## config.mk

```make
export PLATFORM = sky130hd
export DESIGN_NAME = rti_client_trigger_scheduler
export DESIGN_NICKNAME = d
export VERILOG_FILES = /design/src/design/rts_pkg.sv /design/src/design/rts_cfg_regs.sv /design/src/design/rts_core.sv /design/src/design/rts_out_fifo.sv /design/src/design/rti_client_trigger_scheduler.sv
export SDC_FILE = /design/constraint.sdc
export NUM_CORES = 1
export LEC_CHECK = 0
export ABC_AREA = 1
export BUFFER_PORTS_ARGS = -buffer_cell sky130_fd_sc_hd__buf_4
export CORE_ASPECT_RATIO = 1.1
export CORE_MARGIN = 4
export CORE_UTILIZATION = 47
export CTS_CLUSTER_SIZE = 14
export DETAILED_ROUTE_END_ITERATION = 7
export PLACE_DENSITY = 0.62
export SLEW_MARGIN = 20
export SYNTH_ARGS = -nofsm -noshare
export SYNTH_HDL_FRONTEND = slang
export SYNTH_SLANG_ARGS = --single-unit
```

## constraint.sdc

```tcl
create_clock -name clk_i -period 6.1 [get_ports clk_i]
set_input_delay 0.305 -clock clk_i [delete_from_list [all_inputs] [get_ports clk_i]]
set_output_delay 0.305 -clock clk_i [all_outputs]
set_load 0.02 [all_outputs]
```

## src/design/rts_pkg.sv

```systemverilog
package rts_pkg;

  localparam int NUM_CLIENTS = 4;
  localparam int OFFSET_W    = 16;
  localparam int DUR_W       = 24;
  localparam int INDEX_W     = 32;
  localparam int PRESCALE_W  = 8;
  localparam int CFG_IDX_W   = 3;
  localparam int CFG_DATA_W  = 64;

  // result queue
  localparam int FIFO_DEPTH = 4;
  localparam int FIFO_AW    = 2;
  localparam int FIFO_CW    = 3;

  // request codes
  localparam logic [1:0] REQ_TICK         = 2'd0;
  localparam logic [1:0] REQ_SET_DURATION = 2'd1;
  localparam logic [1:0] REQ_READ_TIME    = 2'd2;

  // register indexes
  localparam logic [CFG_IDX_W-1:0] CFG_RUN_ENABLE      = 3'd0;
  localparam logic [CFG_IDX_W-1:0] CFG_CYCLES_PER_US   = 3'd1;
  localparam logic [CFG_IDX_W-1:0] CFG_DEFAULT_DUR     = 3'd2;
  localparam logic [CFG_IDX_W-1:0] CFG_MIN_DUR         = 3'd3;
  localparam logic [CFG_IDX_W-1:0] CFG_MAX_DUR         = 3'd4;
  localparam logic [CFG_IDX_W-1:0] CFG_CLIENT_OFFSETS  = 3'd5;

  localparam logic [DUR_W-1:0]      DEFAULT_DUR_RST = 24'd10000;
  localparam logic [DUR_W-1:0]      MIN_DUR_RST     = 24'd1000;
  localparam logic [DUR_W-1:0]      MAX_DUR_RST     = 24'd100000;
  localparam logic [PRESCALE_W-1:0] CYCLES_RST      = 8'd1;

  typedef struct packed {
    logic [1:0]       req_type;
    logic [DUR_W-1:0] duration_us;
  } rts_in_t;

  typedef struct packed {
    logic [NUM_CLIENTS-1:0] client_fire_mask;
    logic                   end_interval;
    logic                   start_interval;
    logic [INDEX_W-1:0]     interval_index;
    logic [DUR_W-1:0]       offset_us;
    logic                   time_valid;
    logic                   duration_error;
  } rts_out_t;

  typedef struct packed {
    logic                                run_enable;
    logic [PRESCALE_W-1:0]               cycles_per_us;
    logic [DUR_W-1:0]                    default_duration_us;
    logic [DUR_W-1:0]                    min_duration_us;
    logic [DUR_W-1:0]                    max_duration_us;
    logic [NUM_CLIENTS*OFFSET_W-1:0]     client_offsets;
  } rts_cfg_t;

endpackage

```

## src/design/rts_cfg_regs.sv

```systemverilog
module rts_cfg_regs (
  input  logic                             clk_i,
  input  logic                             rst_ni,
  input  logic                             wr_en_i,
  input  logic [rts_pkg::CFG_IDX_W-1:0]    wr_index_i,
  input  logic [rts_pkg::CFG_DATA_W-1:0]   wr_data_i,
  output rts_pkg::rts_cfg_t                cfg_o,
  output logic                             stop_o
);

  rts_pkg::rts_cfg_t cfg_q;

  always_ff @(posedge clk_i or negedge rst_ni) begin
    if (!rst_ni) begin
      cfg_q.run_enable          <= 1'b0;
      cfg_q.cycles_per_us       <= rts_pkg::CYCLES_RST;
      cfg_q.default_duration_us <= rts_pkg::DEFAULT_DUR_RST;
      cfg_q.min_duration_us     <= rts_pkg::MIN_DUR_RST;
      cfg_q.max_duration_us     <= rts_pkg::MAX_DUR_RST;
      cfg_q.client_offsets      <= '0;
    end else if (wr_en_i) begin
      case (wr_index_i)
        rts_pkg::CFG_RUN_ENABLE:     cfg_q.run_enable <= wr_data_i[0];
        rts_pkg::CFG_CYCLES_PER_US:
          cfg_q.cycles_per_us <= wr_data_i[rts_pkg::PRESCALE_W-1:0];
        rts_pkg::CFG_DEFAULT_DUR:
          cfg_q.default_duration_us <= wr_data_i[rts_pkg::DUR_W-1:0];
        rts_pkg::CFG_MIN_DUR:
          cfg_q.min_duration_us <= wr_data_i[rts_pkg::DUR_W-1:0];
        rts_pkg::CFG_MAX_DUR:
          cfg_q.max_duration_us <= wr_data_i[rts_pkg::DUR_W-1:0];
        rts_pkg::CFG_CLIENT_OFFSETS:
          cfg_q.client_offsets <= wr_data_i[rts_pkg::NUM_CLIENTS*rts_pkg::OFFSET_W-1:0];
        default: ;
      endcase
    end
  end

  assign cfg_o  = cfg_q;
  // clearing run_enable stops the scheduler at once
  assign stop_o = wr_en_i && (wr_index_i == rts_pkg::CFG_RUN_ENABLE) && !wr_data_i[0];

endmodule

```

## src/design/rts_core.sv

```systemverilog
module rts_core (
  input  logic               clk_i,
  input  logic               rst_ni,
  input  logic               item_accept_i,
  input  rts_pkg::rts_in_t   item_i,
  input  rts_pkg::rts_cfg_t  cfg_i,
  input  logic               stop_i,
  output logic               busy_o,
  output logic               res_valid_o,
  output rts_pkg::rts_out_t  res_o
);

  localparam int NC = rts_pkg::NUM_CLIENTS;
  localparam int DW = rts_pkg::DUR_W;
  localparam int OW = rts_pkg::OFFSET_W;

  logic                          s0_valid_q;
  rts_pkg::rts_in_t              s0_q;

  logic                          run_q, run_d;
  logic [rts_pkg::PRESCALE_W-1:0] ps_q, ps_d, ps_inc;
  logic [DW-1:0]                 el_q, el_d;
  logic [DW-1:0]                 act_q, act_d;
  logic [DW-1:0]                 pend_q, pend_d;
  logic [rts_pkg::INDEX_W-1:0]   cnt_q, cnt_d;
  logic [NC-1:0]                 fired_q, fired_d, fired_mid;
  logic [NC-1:0]                 leftover, newly;
  logic                          boundary, check_fire, dur_err;

  // input register
  always_ff @(posedge clk_i or negedge rst_ni) begin
    if (!rst_ni) begin
      s0_valid_q <= 1'b0;
    end else begin
      s0_valid_q <= item_accept_i;
    end
  end

  always_ff @(posedge clk_i) begin
    if (item_accept_i) begin
      s0_q <= item_i;
    end
  end

  always_comb begin
    run_d      = run_q;
    ps_d       = ps_q;
    el_d       = el_q;
    act_d      = act_q;
    pend_d     = pend_q;
    cnt_d      = cnt_q;
    fired_mid  = fired_q;
    leftover   = '0;
    boundary   = 1'b0;
    check_fire = 1'b0;
    dur_err    = 1'b0;
    ps_inc     = ps_q + 1'b1;
    newly      = '0;

    case (s0_q.req_type)
      rts_pkg::REQ_TICK: begin
        if (!run_q) begin
          if (cfg_i.run_enable) begin
            // start: first interval begins on this tick
            run_d      = 1'b1;
            act_d      = cfg_i.default_duration_us;
            pend_d     = cfg_i.default_duration_us;
            cnt_d      = cnt_q + 1'b1;
            el_d       = '0;
            ps_d       = '0;
            fired_mid  = '0;
            boundary   = 1'b1;
            check_fire = 1'b1;
          end
        end else begin
          if (ps_inc >= cfg_i.cycles_per_us) begin
            ps_d = '0;
            el_d = el_q + 1'b1;
          end else begin
            ps_d = ps_inc;
          end
          if (el_d >= act_q) begin
            leftover  = ~fired_q;
            cnt_d     = cnt_q + 1'b1;
            el_d      = '0;
            ps_d      = '0;
            act_d     = pend_q;
            fired_mid = '0;
            boundary  = 1'b1;
          end
          check_fire = 1'b1;
        end
      end
      rts_pkg::REQ_SET_DURATION: begin
        if (s0_q.duration_us >= cfg_i.min_duration_us &&
            s0_q.duration_us <= cfg_i.max_duration_us) begin
          pend_d = s0_q.duration_us;
        end else begin
          dur_err = 1'b1;
        end
      end
      default: ;
    endcase

    if (check_fire) begin
      for (int i = 0; i < NC; i++) begin
        if (!fired_mid[i] &&
            {{(DW-OW){1'b0}}, cfg_i.client_offsets[OW*i +: OW]} <= el_d) begin
          newly[i] = 1'b1;
        end
      end
    end
    fired_d = fired_mid | newly;
  end

  always_ff @(posedge clk_i or negedge rst_ni) begin
    if (!rst_ni) begin
      run_q   <= 1'b0;
      ps_q    <= '0;
      el_q    <= '0;
      act_q   <= rts_pkg::DEFAULT_DUR_RST;
      pend_q  <= rts_pkg::DEFAULT_DUR_RST;
      cnt_q   <= '0;
      fired_q <= '1;
    end else if (stop_i) begin
      run_q <= 1'b0;
    end else if (s0_valid_q) begin
      run_q   <= run_d;
      ps_q    <= ps_d;
      el_q    <= el_d;
      act_q   <= act_d;
      pend_q  <= pend_d;
      cnt_q   <= cnt_d;
      fired_q <= fired_d;
    end
  end

  assign busy_o      = s0_valid_q;
  assign res_valid_o = s0_valid_q;

  always_comb begin
    res_o.client_fire_mask = leftover | newly;
    res_o.end_interval     = boundary;
    res_o.start_interval   = boundary;
    res_o.interval_index   = run_d ? cnt_d : '0;
    res_o.offset_us        = run_d ? el_d : '0;
    res_o.time_valid       = run_d;
    res_o.duration_error   = dur_err;
  end

endmodule

```

## src/design/rts_out_fifo.sv

```systemverilog
module rts_out_fifo (
  input  logic                          clk_i,
  input  logic                          rst_ni,
  input  logic                          push_i,
  input  rts_pkg::rts_out_t             data_i,
  input  logic                          pop_i,
  output logic                          valid_o,
  output rts_pkg::rts_out_t             data_o,
  output logic [rts_pkg::FIFO_CW-1:0]   count_o
);

  rts_pkg::rts_out_t               mem_q [rts_pkg::FIFO_DEPTH];
  logic [rts_pkg::FIFO_AW-1:0]     wr_ptr_q, rd_ptr_q;
  logic [rts_pkg::FIFO_CW-1:0]     cnt_q;
  logic                            do_pop;

  assign do_pop = pop_i && (cnt_q != '0);

  always_ff @(posedge clk_i) begin
    if (push_i) begin
      mem_q[wr_ptr_q] <= data_i;
    end
  end

  always_ff @(posedge clk_i or negedge rst_ni) begin
    if (!rst_ni) begin
      wr_ptr_q <= '0;
      rd_ptr_q <= '0;
      cnt_q    <= '0;
    end else begin
      if (push_i) begin
        wr_ptr_q <= wr_ptr_q + 1'b1;
      end
      if (do_pop) begin
        rd_ptr_q <= rd_ptr_q + 1'b1;
      end
      case ({push_i, do_pop})
        2'b10:   cnt_q <= cnt_q + 1'b1;
        2'b01:   cnt_q <= cnt_q - 1'b1;
        default: cnt_q <= cnt_q;
      endcase
    end
  end

  assign valid_o = (cnt_q != '0);
  assign data_o  = mem_q[rd_ptr_q];
  assign count_o = cnt_q;

endmodule

```

## src/design/rti_client_trigger_scheduler.sv

```systemverilog
// Interval scheduler driven by clock ticks, one request per input transfer.
// Input channel (in_valid_i/in_ready_o, in_data_i): a tick, a request for the
// next interval length, or a time read. Every request gives exactly one result
// on the output channel (out_valid_o/out_ready_i, out_data_o) with the client
// fire mask, interval end/start flags, the current interval index and offset,
// and a duration range error flag.
// Configuration channel (cfg_valid_i/cfg_ready_o): register index and data,
// always ready; write it only while no request is in flight.
// Path: an accepted request is registered in the core's input register; its
// result is then written into the result queue, which drives out_valid_o, and
// the result transfer is taken from the queue.
// Throughput: one request per cycle while in_ready_o is high. A four-entry
// result queue lets input transfers continue while the receiver stalls;
// in_ready_o drops once the queue plus the item in the core would fill it,
// and resumes as results are taken.
// Reset: scheduler stopped, durations 10000 us, prescaler 1, min 1000 us,
// max 100000 us, offsets 0, result queue empty. No clearing pass is needed.
module rti_client_trigger_scheduler (
  input  logic                             clk_i,
  input  logic                             rst_ni,
  input  logic                             in_valid_i,
  output logic                             in_ready_o,
  input  rts_pkg::rts_in_t                 in_data_i,
  output logic                             out_valid_o,
  input  logic                             out_ready_i,
  output rts_pkg::rts_out_t                out_data_o,
  input  logic                             cfg_valid_i,
  output logic                             cfg_ready_o,
  input  logic [rts_pkg::CFG_IDX_W-1:0]    cfg_index_i,
  input  logic [rts_pkg::CFG_DATA_W-1:0]   cfg_data_i
);

  rts_pkg::rts_cfg_t               cfg;
  logic                            stop;
  logic                            in_accept;
  logic                            core_busy;
  logic                            res_valid;
  rts_pkg::rts_out_t               res;
  logic [rts_pkg::FIFO_CW-1:0]     fifo_count;
  logic [rts_pkg::FIFO_CW-1:0]     occupancy;

  assign cfg_ready_o = 1'b1;

  // room must remain for the item still in the core
  assign occupancy  = fifo_count + {{(rts_pkg::FIFO_CW-1){1'b0}}, core_busy};
  assign in_ready_o = (occupancy < rts_pkg::FIFO_CW'(rts_pkg::FIFO_DEPTH));
  assign in_accept  = in_valid_i && in_ready_o;

  rts_cfg_regs u_cfg (
    .clk_i      (clk_i),
    .rst_ni     (rst_ni),
    .wr_en_i    (cfg_valid_i && cfg_ready_o),
    .wr_index_i (cfg_index_i),
    .wr_data_i  (cfg_data_i),
    .cfg_o      (cfg),
    .stop_o     (stop)
  );

  rts_core u_core (
    .clk_i         (clk_i),
    .rst_ni        (rst_ni),
    .item_accept_i (in_accept),
    .item_i        (in_data_i),
    .cfg_i         (cfg),
    .stop_i        (stop),
    .busy_o        (core_busy),
    .res_valid_o   (res_valid),
    .res_o         (res)
  );

  rts_out_fifo u_fifo (
    .clk_i   (clk_i),
    .rst_ni  (rst_ni),
    .push_i  (res_valid),
    .data_i  (res),
    .pop_i   (out_ready_i),
    .valid_o (out_valid_o),
    .data_o  (out_data_o),
    .count_o (fifo_count)
  );

  a_no_overflow: assert property (@(posedge clk_i) disable iff (!rst_ni)
    occupancy <= rts_pkg::FIFO_CW'(rts_pkg::FIFO_DEPTH))
    else $error("result queue overflow");

  a_accept_reaches_core: assert property (@(posedge clk_i) disable iff (!rst_ni)
    in_accept |=> core_busy)
    else $error("accepted transfer lost before the core");

  a_boundary_pair: assert property (@(posedge clk_i) disable iff (!rst_ni)
    out_valid_o |-> (out_data_o.end_interval == out_data_o.start_interval))
    else $error("interval end and start disagree");

  a_stopped_time: assert property (@(posedge clk_i) disable iff (!rst_ni)
    (out_valid_o && !out_data_o.time_valid) |->
      (out_data_o.interval_index == '0 && out_data_o.offset_us == '0 &&
       out_data_o.client_fire_mask == '0 && !out_data_o.end_interval))
    else $error("activity reported while stopped");

endmodule
```

Word-level counts from Yosys, hierarchy flattened:

Memories as Yosys holds them, arrays and structs flattened.
Cells that the tools add are included.

* bits in registers: 296
* bits in writable memories: 256
* input port bits: 98
* output and inout bits: 67
* memories kept: 1

* add/sub/neg operators: 8
* $lt $le $gt $ge: 9
* eq/ne operators: 12
* mux-type cells: 49
* bitwise logic cells: 4
* reduce and logical (&&, ||, !) cells: 31

Memories
* u_fifo.mem_q: depth 4, bits a word 64, read ports 1, clocked after Yosys merged registers in 0, write ports 1, RTL line rts_out_fifo.sv:12 `rts_pkg::rts_out_t mem_q [rts_pkg::FIFO_DEPTH];`

Operators with widths (count)
* $mux W24: 13
* $mux W32: 5
* $le A16 B24 Y1: 4
* $ge A24 B24 Y1: 2
* $pmux W24 S2: 1
* $add A32 B1 Y32 const B: 1
* $mux W4: 8
* $mux W8: 4
* $add A24 B1 Y24 const B: 1
* $le A24 B24 Y1: 1
* $mux W1: 17
* $reduce_and A2 Y1: 7
* $logic_and A1 B1 Y1: 9
* $add A8 B1 Y8 const B: 1
* $ge A8 B8 Y1: 1
* $or A4 B4 Y4: 2
* $reduce_bool A2 Y1: 4
* $eq A3 B2 Y1 const B: 2
* $eq A3 B3 Y1 const B: 2
* $ne A2 B2 Y1 const B: 3
* $pmux W3 S2: 1
* $reduce_and A6 Y1: 1
* $logic_not A1 Y1: 5
* $reduce_and A5 Y1: 1
* other kinds (15): 17

Longest topological paths before layout:

Gate-level depths: netlist (run 1).

* depth in word-level cells: 14
* depth in mapped cells: 40
* gate-level depth less buffers: 39

Modules after synthesis:

A second synthesis (run 1) with hierarchy kept.

* cell total of the unflattened synthesis: 3051
* area, all modules: 28170.8 µm²

By module, submodules not included
* rts_core: instances 1, cells an instance 1606, area each 11826.3 µm², seq. area each 3751.1 µm²
* rts_out_fifo: instances 1, cells an instance 803, area each 10588.9 µm², seq. area each 7862.5 µm²
* rts_cfg_regs: instances 1, cells an instance 632, area each 5708.0 µm², seq. area each 3651.0 µm²
* rti_client_trigger_scheduler: instances 1, cells an instance 10, area each 47.5 µm², seq. area each 0.0 µm²

Worst setup path before layout (run 1):

Ideal clock, no wire load.

* path kind: reg-to-reg
* from: reg u_core.ps_q[0] (netlist bit)
* to: mem u_fifo.mem_q[0][61] (netlist bit) (data pin)
* data arrival time: 4.773 ns
* data required time: 5.835 ns
* setup slack: 1.062 ns
* stages on the path, launching flop included: 37
* buffers on the path: 1
* cell sequence: dfrtp_1 nand3_1 nor3_1 nand2_1 xor2_1 inv_1 ha_1 nand2_2 nor2_4 nand4_4 nand3_4 nand3_1 or2_1 xor2_1 inv_1 ha_1 nand2_1 nand2_1 nand3_1 nand2_1 nand2_1 nand2_1 nor2_2 nand3_2 inv_1 buf_2 a22oi_1 ha_1 nand2_1 inv_1 nand3_1 nor3_1 nand2_1 a32oi_1 nand3_2 nand2_1 nand2_1

RTL lines
* from (decl): RTL line rts_core.sv:21 `logic [rts_pkg::PRESCALE_W-1:0] ps_q, ps_d, ps_inc;`
* from (signal assigned): RTL line rts_core.sv:129 `ps_q <= ps_d;`
* to (decl): RTL line rts_out_fifo.sv:12

==> results by group, run 1 <==
Status
  • Status: finished clean

Routing
  • # DRC: 0
  • Initial DRC count: 1851
  • Post-Route WL: 75600 um
  • Pre-Repair DR Iteration Count: 6
  • Vias/cell: 5.47
  • DR vias: between 20000 and 25000
  • Drt wl/cell: about 19 um
  • Final ANT Viol Nets: 0

CTS
  • Clk_lat worst skew: 0.62 ns
  • CTS Buf Count: 57
  • Sinks on Clock Net: 548
  • CTS root buffer: clkbuf_16
  • CTS max path bufs: 3
  • CTS tree: done
  • CTS H-tree depth: 2
  • Clk slew on worst S/H paths: 0.06 ns

GRT
  • Pin count of the biggest net entering global routing: 156
  • GR Overflow Total: 0
  • First-pass GRT wire length: around 120000 um
  • Initial antenna violation count: 0
  • Gr usage total: 0.233
  • Vias in the first global route: 20800

Finish
  • Footprint of the multi-input gates: approximately 11000 sq um
  • Diode count: 0
  • Fill count: just over 5000
  • Commonest non-fill, non-tap cell in the layout: nand2_1
  • Layout cell share with drive strength beyond 1: 0.151
  • Final nets: ~3400
  • Reg area: about 15000 sq um
  • Area growth syn-to-layout: 16.7%
  • Final instance area: ~33000 sq um
  • Most frequent cells in the layout: 565 x nand2_1, 369 x o21ai_0, 278 x edfxtp_1, 267 x nor2_1, 258 x inv_1

Synth
  • Avg Inst Size Synth: 9.51 sq um
  • Ys flop type: edfxtp_1
  • Post-synthesis sequential area ratio: 0.541
  • Syn Nets: around 3200
  • Unique masters post-synth: 63
  • Area fraction of the dominant cell type after synthesis: 0.298
  • Synth area leaders: edfxtp_1 30%, dfrtp_1 21%, nand2_1 7.6%
  • Post-synth EDFFs: between 200 and 300
  • Async SR Flop Fraction: 0.493
  • Mapped Area: between 20000 and 30000 sq um
  • Mapped Cells: just under 3000
  • Synthesis Warnings: 0
  • Synth area leader: edfxtp_1
  • Yosys reg bits: 548

Placement
  • Dpl cell area: ~30000 sq um
  • Final HPWL DP: around 52000 um
  • Dpl ws: approximately 0.059 ns
  • IO buf count: approximately 160
  • Gpl congestion: around 0.90

Critical path
  • Reg2reg path depth: 36
  • Critical path endpoint: u_fifo.mem_q[3][63]
  • Endpoint class of the critical path: flip-flop
  • CP most frequent cell: nand2_1
  • Reg-to-reg slack, setup: about 0.35 ns
  • Max FO, Critical Path: 10
  • CP max stage delay: between 0.4 and 0.5 ns
  • Crit path from: u_core.ps_q[0]
  • Worst-path cell with the longest stage delay: dfrtp_1
  • Worst Path Arrival: ~6.1 ns
  • Startpoint Class: flip-flop
  • Critical Path RT: approximately 6.4 ns
  • Crit Reg-Reg Startpoint: u_core.ps_q[0]
  • CP Class: reg2reg
  • Reg2reg end: u_fifo.mem_q[3][63]

Timing
  • Final Critical Period: between 5 and 6 ns
  • Fin worst setup slack: approximately 0.35 ns
  • Period utilisation layout: 0.943
  • Max Fclk: between 150 and 200 MHz
  • Final setup vio count: 0
  • Hold WS: approximately 0.032 ns
  • Setup TNS: 0 ns
  • Slew HR: 0.288
  • Fin. Hold Viols: 0
  • Worst Max-Slew Pin Slew: about 1.1 ns
  • Clk_skew: 0.0206 ns
  • Max-slew violations: 0

Die
  • Die ar.: about 64000 sq um
  • Num ports: around 170
  • Die X: about 240 um
  • Core Rows: 93
  • Die H: 264 um
  • Initial Util: 0.476
  • Core ar.: 58800 sq um

Job
  • Maxcap violations: 0

Power and ir drop
  • PD cells: 443 nW/um^2
  • Max VDD drop: between 0.0002 and 0.00025 V
  • Leak: ~0.014 uW

Worst hold path
  • HP Class: in2reg
power breakdown:
group	internal (uW)	total (uW)	switching, uW	leakage [uW]
sequential	4830	5370	547	0.00600
combinational	1890	5540	3650	0.00708
clock	2110	3570	1460	0.000946
total	8830	14500	5650	0.0140
cell usage after synthesis, types with 30 or more instances:
master and instances:
edfxtp_1 278, mux2_2 39, o22ai_1 70, dfstp_2 32, nand3_1 55, a21oi_1 121
clkbuf_1 104, nor2_1 269, nand2_1 566, ha_1 152, inv_1 263, o211ai_1 37
dfrtp_1 238, o21ai_0 371, xor2_1 43, nand4_1 34, nor2_2 30
how the worst min path moves through the flow:
stage | start | endpoint | slack [ns] | cells after the start
finish | cfg_data_i[11] | u_cfg.cfg_o[11] | 0.03 | 3
global route | cfg_data_i[10] | u_cfg.cfg_o[98] | 0.04 | 3
CTS | cfg_data_i[11] | u_cfg.cfg_o[11] | 0.002 | 3
detailed placement | u_core.pend_q[0] | u_core.pend_q[0] | 0.46 | 2
global placement | u_core.pend_q[0] | u_core.pend_q[0] | 0.46 | 2
floorplan | rst_ni | u_cfg.cfg_o[0] | 0.009 | 0
cell type report:
class	instances	share of cell area
Tap cell	760	0.0291
Timing Repair Buffer	282	0.0713
Multi-Input combinational cell	1978	0.344
Sequential cell	548	0.464
Clock inverter	27	0.00950
Clock buffer	81	0.0498
Inverter	278	0.0321
sequential cells by signal (all words and copies together) (netlist names):
| register | flops |
|---|---|
| u_fifo.count_o | 3 |
| u_fifo.rd_ptr_q | 2 |
| u_core.cnt_q | 32 |
| u_core.el_q | 24 |
| u_core.s0_q | 26 |
| u_core.run_q | 1 |
| u_core.pend_q | 24 |
| u_core.act_q | 24 |
| u_core.fired_q | 4 |
| u_core.ps_q | 8 |
| u_fifo.mem_q | 252 |
| u_fifo.wr_ptr_q | 2 |
| u_core.busy_o | 1 |
| u_cfg.cfg_o | 145 |
through the flow:
stage	total power (uW)	utilization	cells
floorplan	8950	-	2944
global placement	10800	0.509	3771
detailed placement	10900	0.509	3771
CTS	14600	0.554	3946
global route	15400	0.556	3954
finish	14500	0.556	3954
cell families after synthesis:
group / count (synthesis) / synth area share
other cells: 1 / 0.000134
mux: 39 / 0.0157
compound gates: 691 / 0.137
fa+ha+maj: 153 / 0.0687
flops: 548 / 0.541
xor+xnor: 45 / 0.0141
simple gates: 1049 / 0.163
buf+inv: 418 / 0.0597
what timing repair did:
item                                    in CTS  in global routing
resized for setup                            0                 14
endpoints found under the setup margin       0                 20
buffers inserted                             0                  8
endpoints found under the hold margin      170                  0
hold buffers                                67                  0
metal layers:
layer	track usage	vias to the layer above	wire length, um	share of wire
li1	-	10500	-	-
met1	0.333	10400	34100	0.45
met2	0.382	628	35700	0.47
met3	0.0289	113	4220	0.056
met4	0.0585	0	1560	0.021
met5	0	-	0	0
critical path: cells and delay by family (launching register included):
family	cells	cell delay (ns)
buffers and inverters	6	0.75
adders and majority gates	3	0.83
xor gates and xnor gates	2	0.32
DFF	1	0.41
AOI/OAI and AO/OA	5	0.87
and+or+nand+nor	20	2.28
Power figures use the tool's default switching activity.
==> inputs of run 2 (changes only) <==
--- a/config.mk
+++ b/config.mk
@@ -12,7 +12,7 @@
 export CORE_UTILIZATION = 47
 export CTS_CLUSTER_SIZE = 14
 export DETAILED_ROUTE_END_ITERATION = 7
-export PLACE_DENSITY = 0.62
+export PLACE_DENSITY = 0.65
 export SLEW_MARGIN = 20
 export SYNTH_ARGS = -nofsm -noshare
 export SYNTH_HDL_FRONTEND = slang
==> constraint.sdc (replaced) <==
create_clock -name clk_i -period 4.6 [get_ports clk_i]
set_input_delay 0.23 -clock clk_i [delete_from_list [all_inputs] [get_ports clk_i]]
set_output_delay 0.23 -clock clk_i [all_outputs]
set_load 0.02 [all_outputs]
==> run 2 against run 1 <==
Against the previous run:
- largest power group unchanged
- sequential power is 33% higher
- largest cell class unchanged
- the flow now finishes with violations (setup timing)
- wire length rose by 4.1%
- critical path type unchanged
- sequential cell count did not move
- fmax increased by 7.4%
==> results by group, run 2 (synthesis gave the netlist of run 1 again) <==
Timing
  • Max-slew violations: 0
  • Max Fclk: about 190 MHz
  • Hold WS: around 0.031 ns
  • Slew HR: 0.274
  • RSZ-0062 raised after global routing: yes
  • Period utilisation layout: 1.16
  • Final Critical Period: roughly 5.4 ns
  • Final setup vio count: 142
  • Fin. Hold Viols: 0
  • Clk_skew: between 0.02 and 0.025 ns
  • Fin worst setup slack: -0.756 ns
  • Worst Max-Slew Pin Slew: about 1.1 ns

Routing
  • Final ANT Viol Nets: 0
  • DR vias: between 20000 and 25000
  • # DRC: 0
  • Drt wl/cell: ~19 um
  • Initial DRC count: about 1700
  • Vias/cell: around 5.5
  • Post-Route WL: slightly below 80000 um
  • Pre-Repair DR Iteration Count: 5

Status
  • Status: finished, violations left
  • Failing checks: setup timing

Die
  • Core Rows: between 90 and 100
  • Initial Util: 0.476
  • Die X: approximately 240 um
  • Die H: 264 um
  • Core ar.: roughly 60000 sq um
  • Die ar.: approximately 64000 sq um
  • Num ports: 165

Finish
  • Fill count: roughly 4900
  • Final nets: approximately 3600
  • Area growth syn-to-layout: 25.5%
  • Diode count: 0
  • Top reg by flops: u_fifo.mem_q
  • Most frequent cells in the layout: 532 x nand2_1, 330 x buf_4, 328 x o21ai_0, 278 x edfxtp_1, 253 x nor2_1
  • Footprint of the multi-input gates: ~12000 sq um
  • Final instance area: 35100 sq um
  • Reg area: about 15000 sq um
  • Layout Utilization: 0.598
  • Layout cell share with drive strength beyond 1: 0.242
  • Max FFs per register: 252
  • Commonest non-fill, non-tap cell in the layout: nand2_1

GRT
  • GR Overflow Total: 0
  • Global routing's busiest layer: met2
  • Initial antenna violation count: 0
  • Pin count of the biggest net entering global routing: about 110
  • Met2 Use GR: 0.387
  • Met3 global-route usage: 0.0341
  • Vias in the first global route: approximately 22000
  • Gr usage total: 0.238
  • M1 GR Usage: 0.337
  • First-pass GRT wire length: between 100000 and 150000 um

Power and ir drop
  • PD cells: slightly below 600 nW/um^2
  • Design Power: 20600 uW
  • Leak: 0.0150 uW
  • Max VDD drop: ~0.00031 V

Worst hold path
  • Hold depth: 3
  • HP Class: in2reg
  • Hold-critical path endpoint: u_cfg.cfg_o[67]
  • Hold Crit Start: cfg_data_i[3]

CTS
  • Clk_lat worst skew: approximately 0.62 ns
  • CTS Buf Count: between 50 and 60
  • Sinks on Clock Net: 548
  • Clk slew on worst S/H paths: approximately 0.06 ns
  • CTS max path bufs: 3
  • CTS tree: done
  • CTS root buffer: clkbuf_16
  • CTS H-tree depth: 2

Critical path
  • Endpoint class of the critical path: flip-flop
  • Worst-path cell with the longest stage delay: dfrtp_1
  • Worst Path Arrival: 5.73 ns
  • Critical Path RT: approximately 5.0 ns
  • Reg2reg path depth: 36
  • Crit Reg-Reg Startpoint: u_core.ps_q[0]
  • Crit path from: u_core.ps_q[0]
  • Max FO, Critical Path: 8
  • CP max stage delay: 0.38 ns
  • CP Class: reg2reg
  • Startpoint Class: flip-flop
  • Reg-to-reg slack, setup: -0.76 ns
  • CP top delay family: simple AND/OR/NAND/NOR gates
  • Reg2reg end: u_fifo.mem_q[0][62]
  • Buffers & Inverters on Critical Path: 7

Job
  • Maxcap violations: 0

Placement
  • Dpl cell area: a little over 30000 sq um
  • Dpl ws: -1.05 ns
  • Gpl congestion: slightly above 0.9
  • Final HPWL DP: 52900 um
  • IO buf count: 163
-- run 2: repair_timing --
action	in CTS	in global routing
buffers inserted	22	29
endpoints found under the hold margin	174	0
pin swaps	44	77
cloned	1	4
hold buffers	75	0
resized for setup	91	210
setup endpoints to repair	160	310
-- run 2: where the power goes --
part	internal, uW	switching (uW)
clock network	2840	1960
registers	6400	719
logic	3310	5360
-- run 2: metal layers --
layer | part of all wire | vias up
met3 | 0.061 | 122
met1 | 0.44 | 10800
met5 | 0 | -
met4 | 0.026 | 0
met2 | 0.48 | 708
li1 | - | 10700
-- run 2: worst max path at each step --
stage | cells past startpoint | slack, ns | endpoint
3_5_place_dp | 31 | -1.05 | u_fifo.mem_q[3][62]
3_3_place_gp | 35 | -0.89 | u_fifo.mem_q[0][62]
2_1_floorplan | 38 | -0.23 | u_fifo.mem_q[0][62]
4_1_cts | 37 | -0.62 | u_fifo.mem_q[0][62]
5_1_grt | 37 | -1.08 | u_fifo.mem_q[1][61]
6_report | 36 | -0.76 | u_fifo.mem_q[0][62]
-- run 2: through the flow --
step	std cells	TNS, ns
2_1_floorplan	2944	-3.72
3_5_place_dp	3874	-26.96
5_1_grt	4111	-87.70
3_3_place_gp	3874	-16.02
4_1_cts	4079	-11.10
6_report	4111	-21.37
-- run 2: final cells by class --
type	instances	share of cell area
timing repair inverter	2	0.000570
clock inverter	26	0.00898
timing repair buffer	437	0.105
multi-input combinational	1978	0.349
sequential	548	0.431
tap	760	0.0271
inverter	278	0.0308
clock buffer	82	0.0471
-- run 2: worst min-delay path: stages --
cell     delay (ns)
buf_4          0.08
inv_1          0.11
o21ai_0        0.17
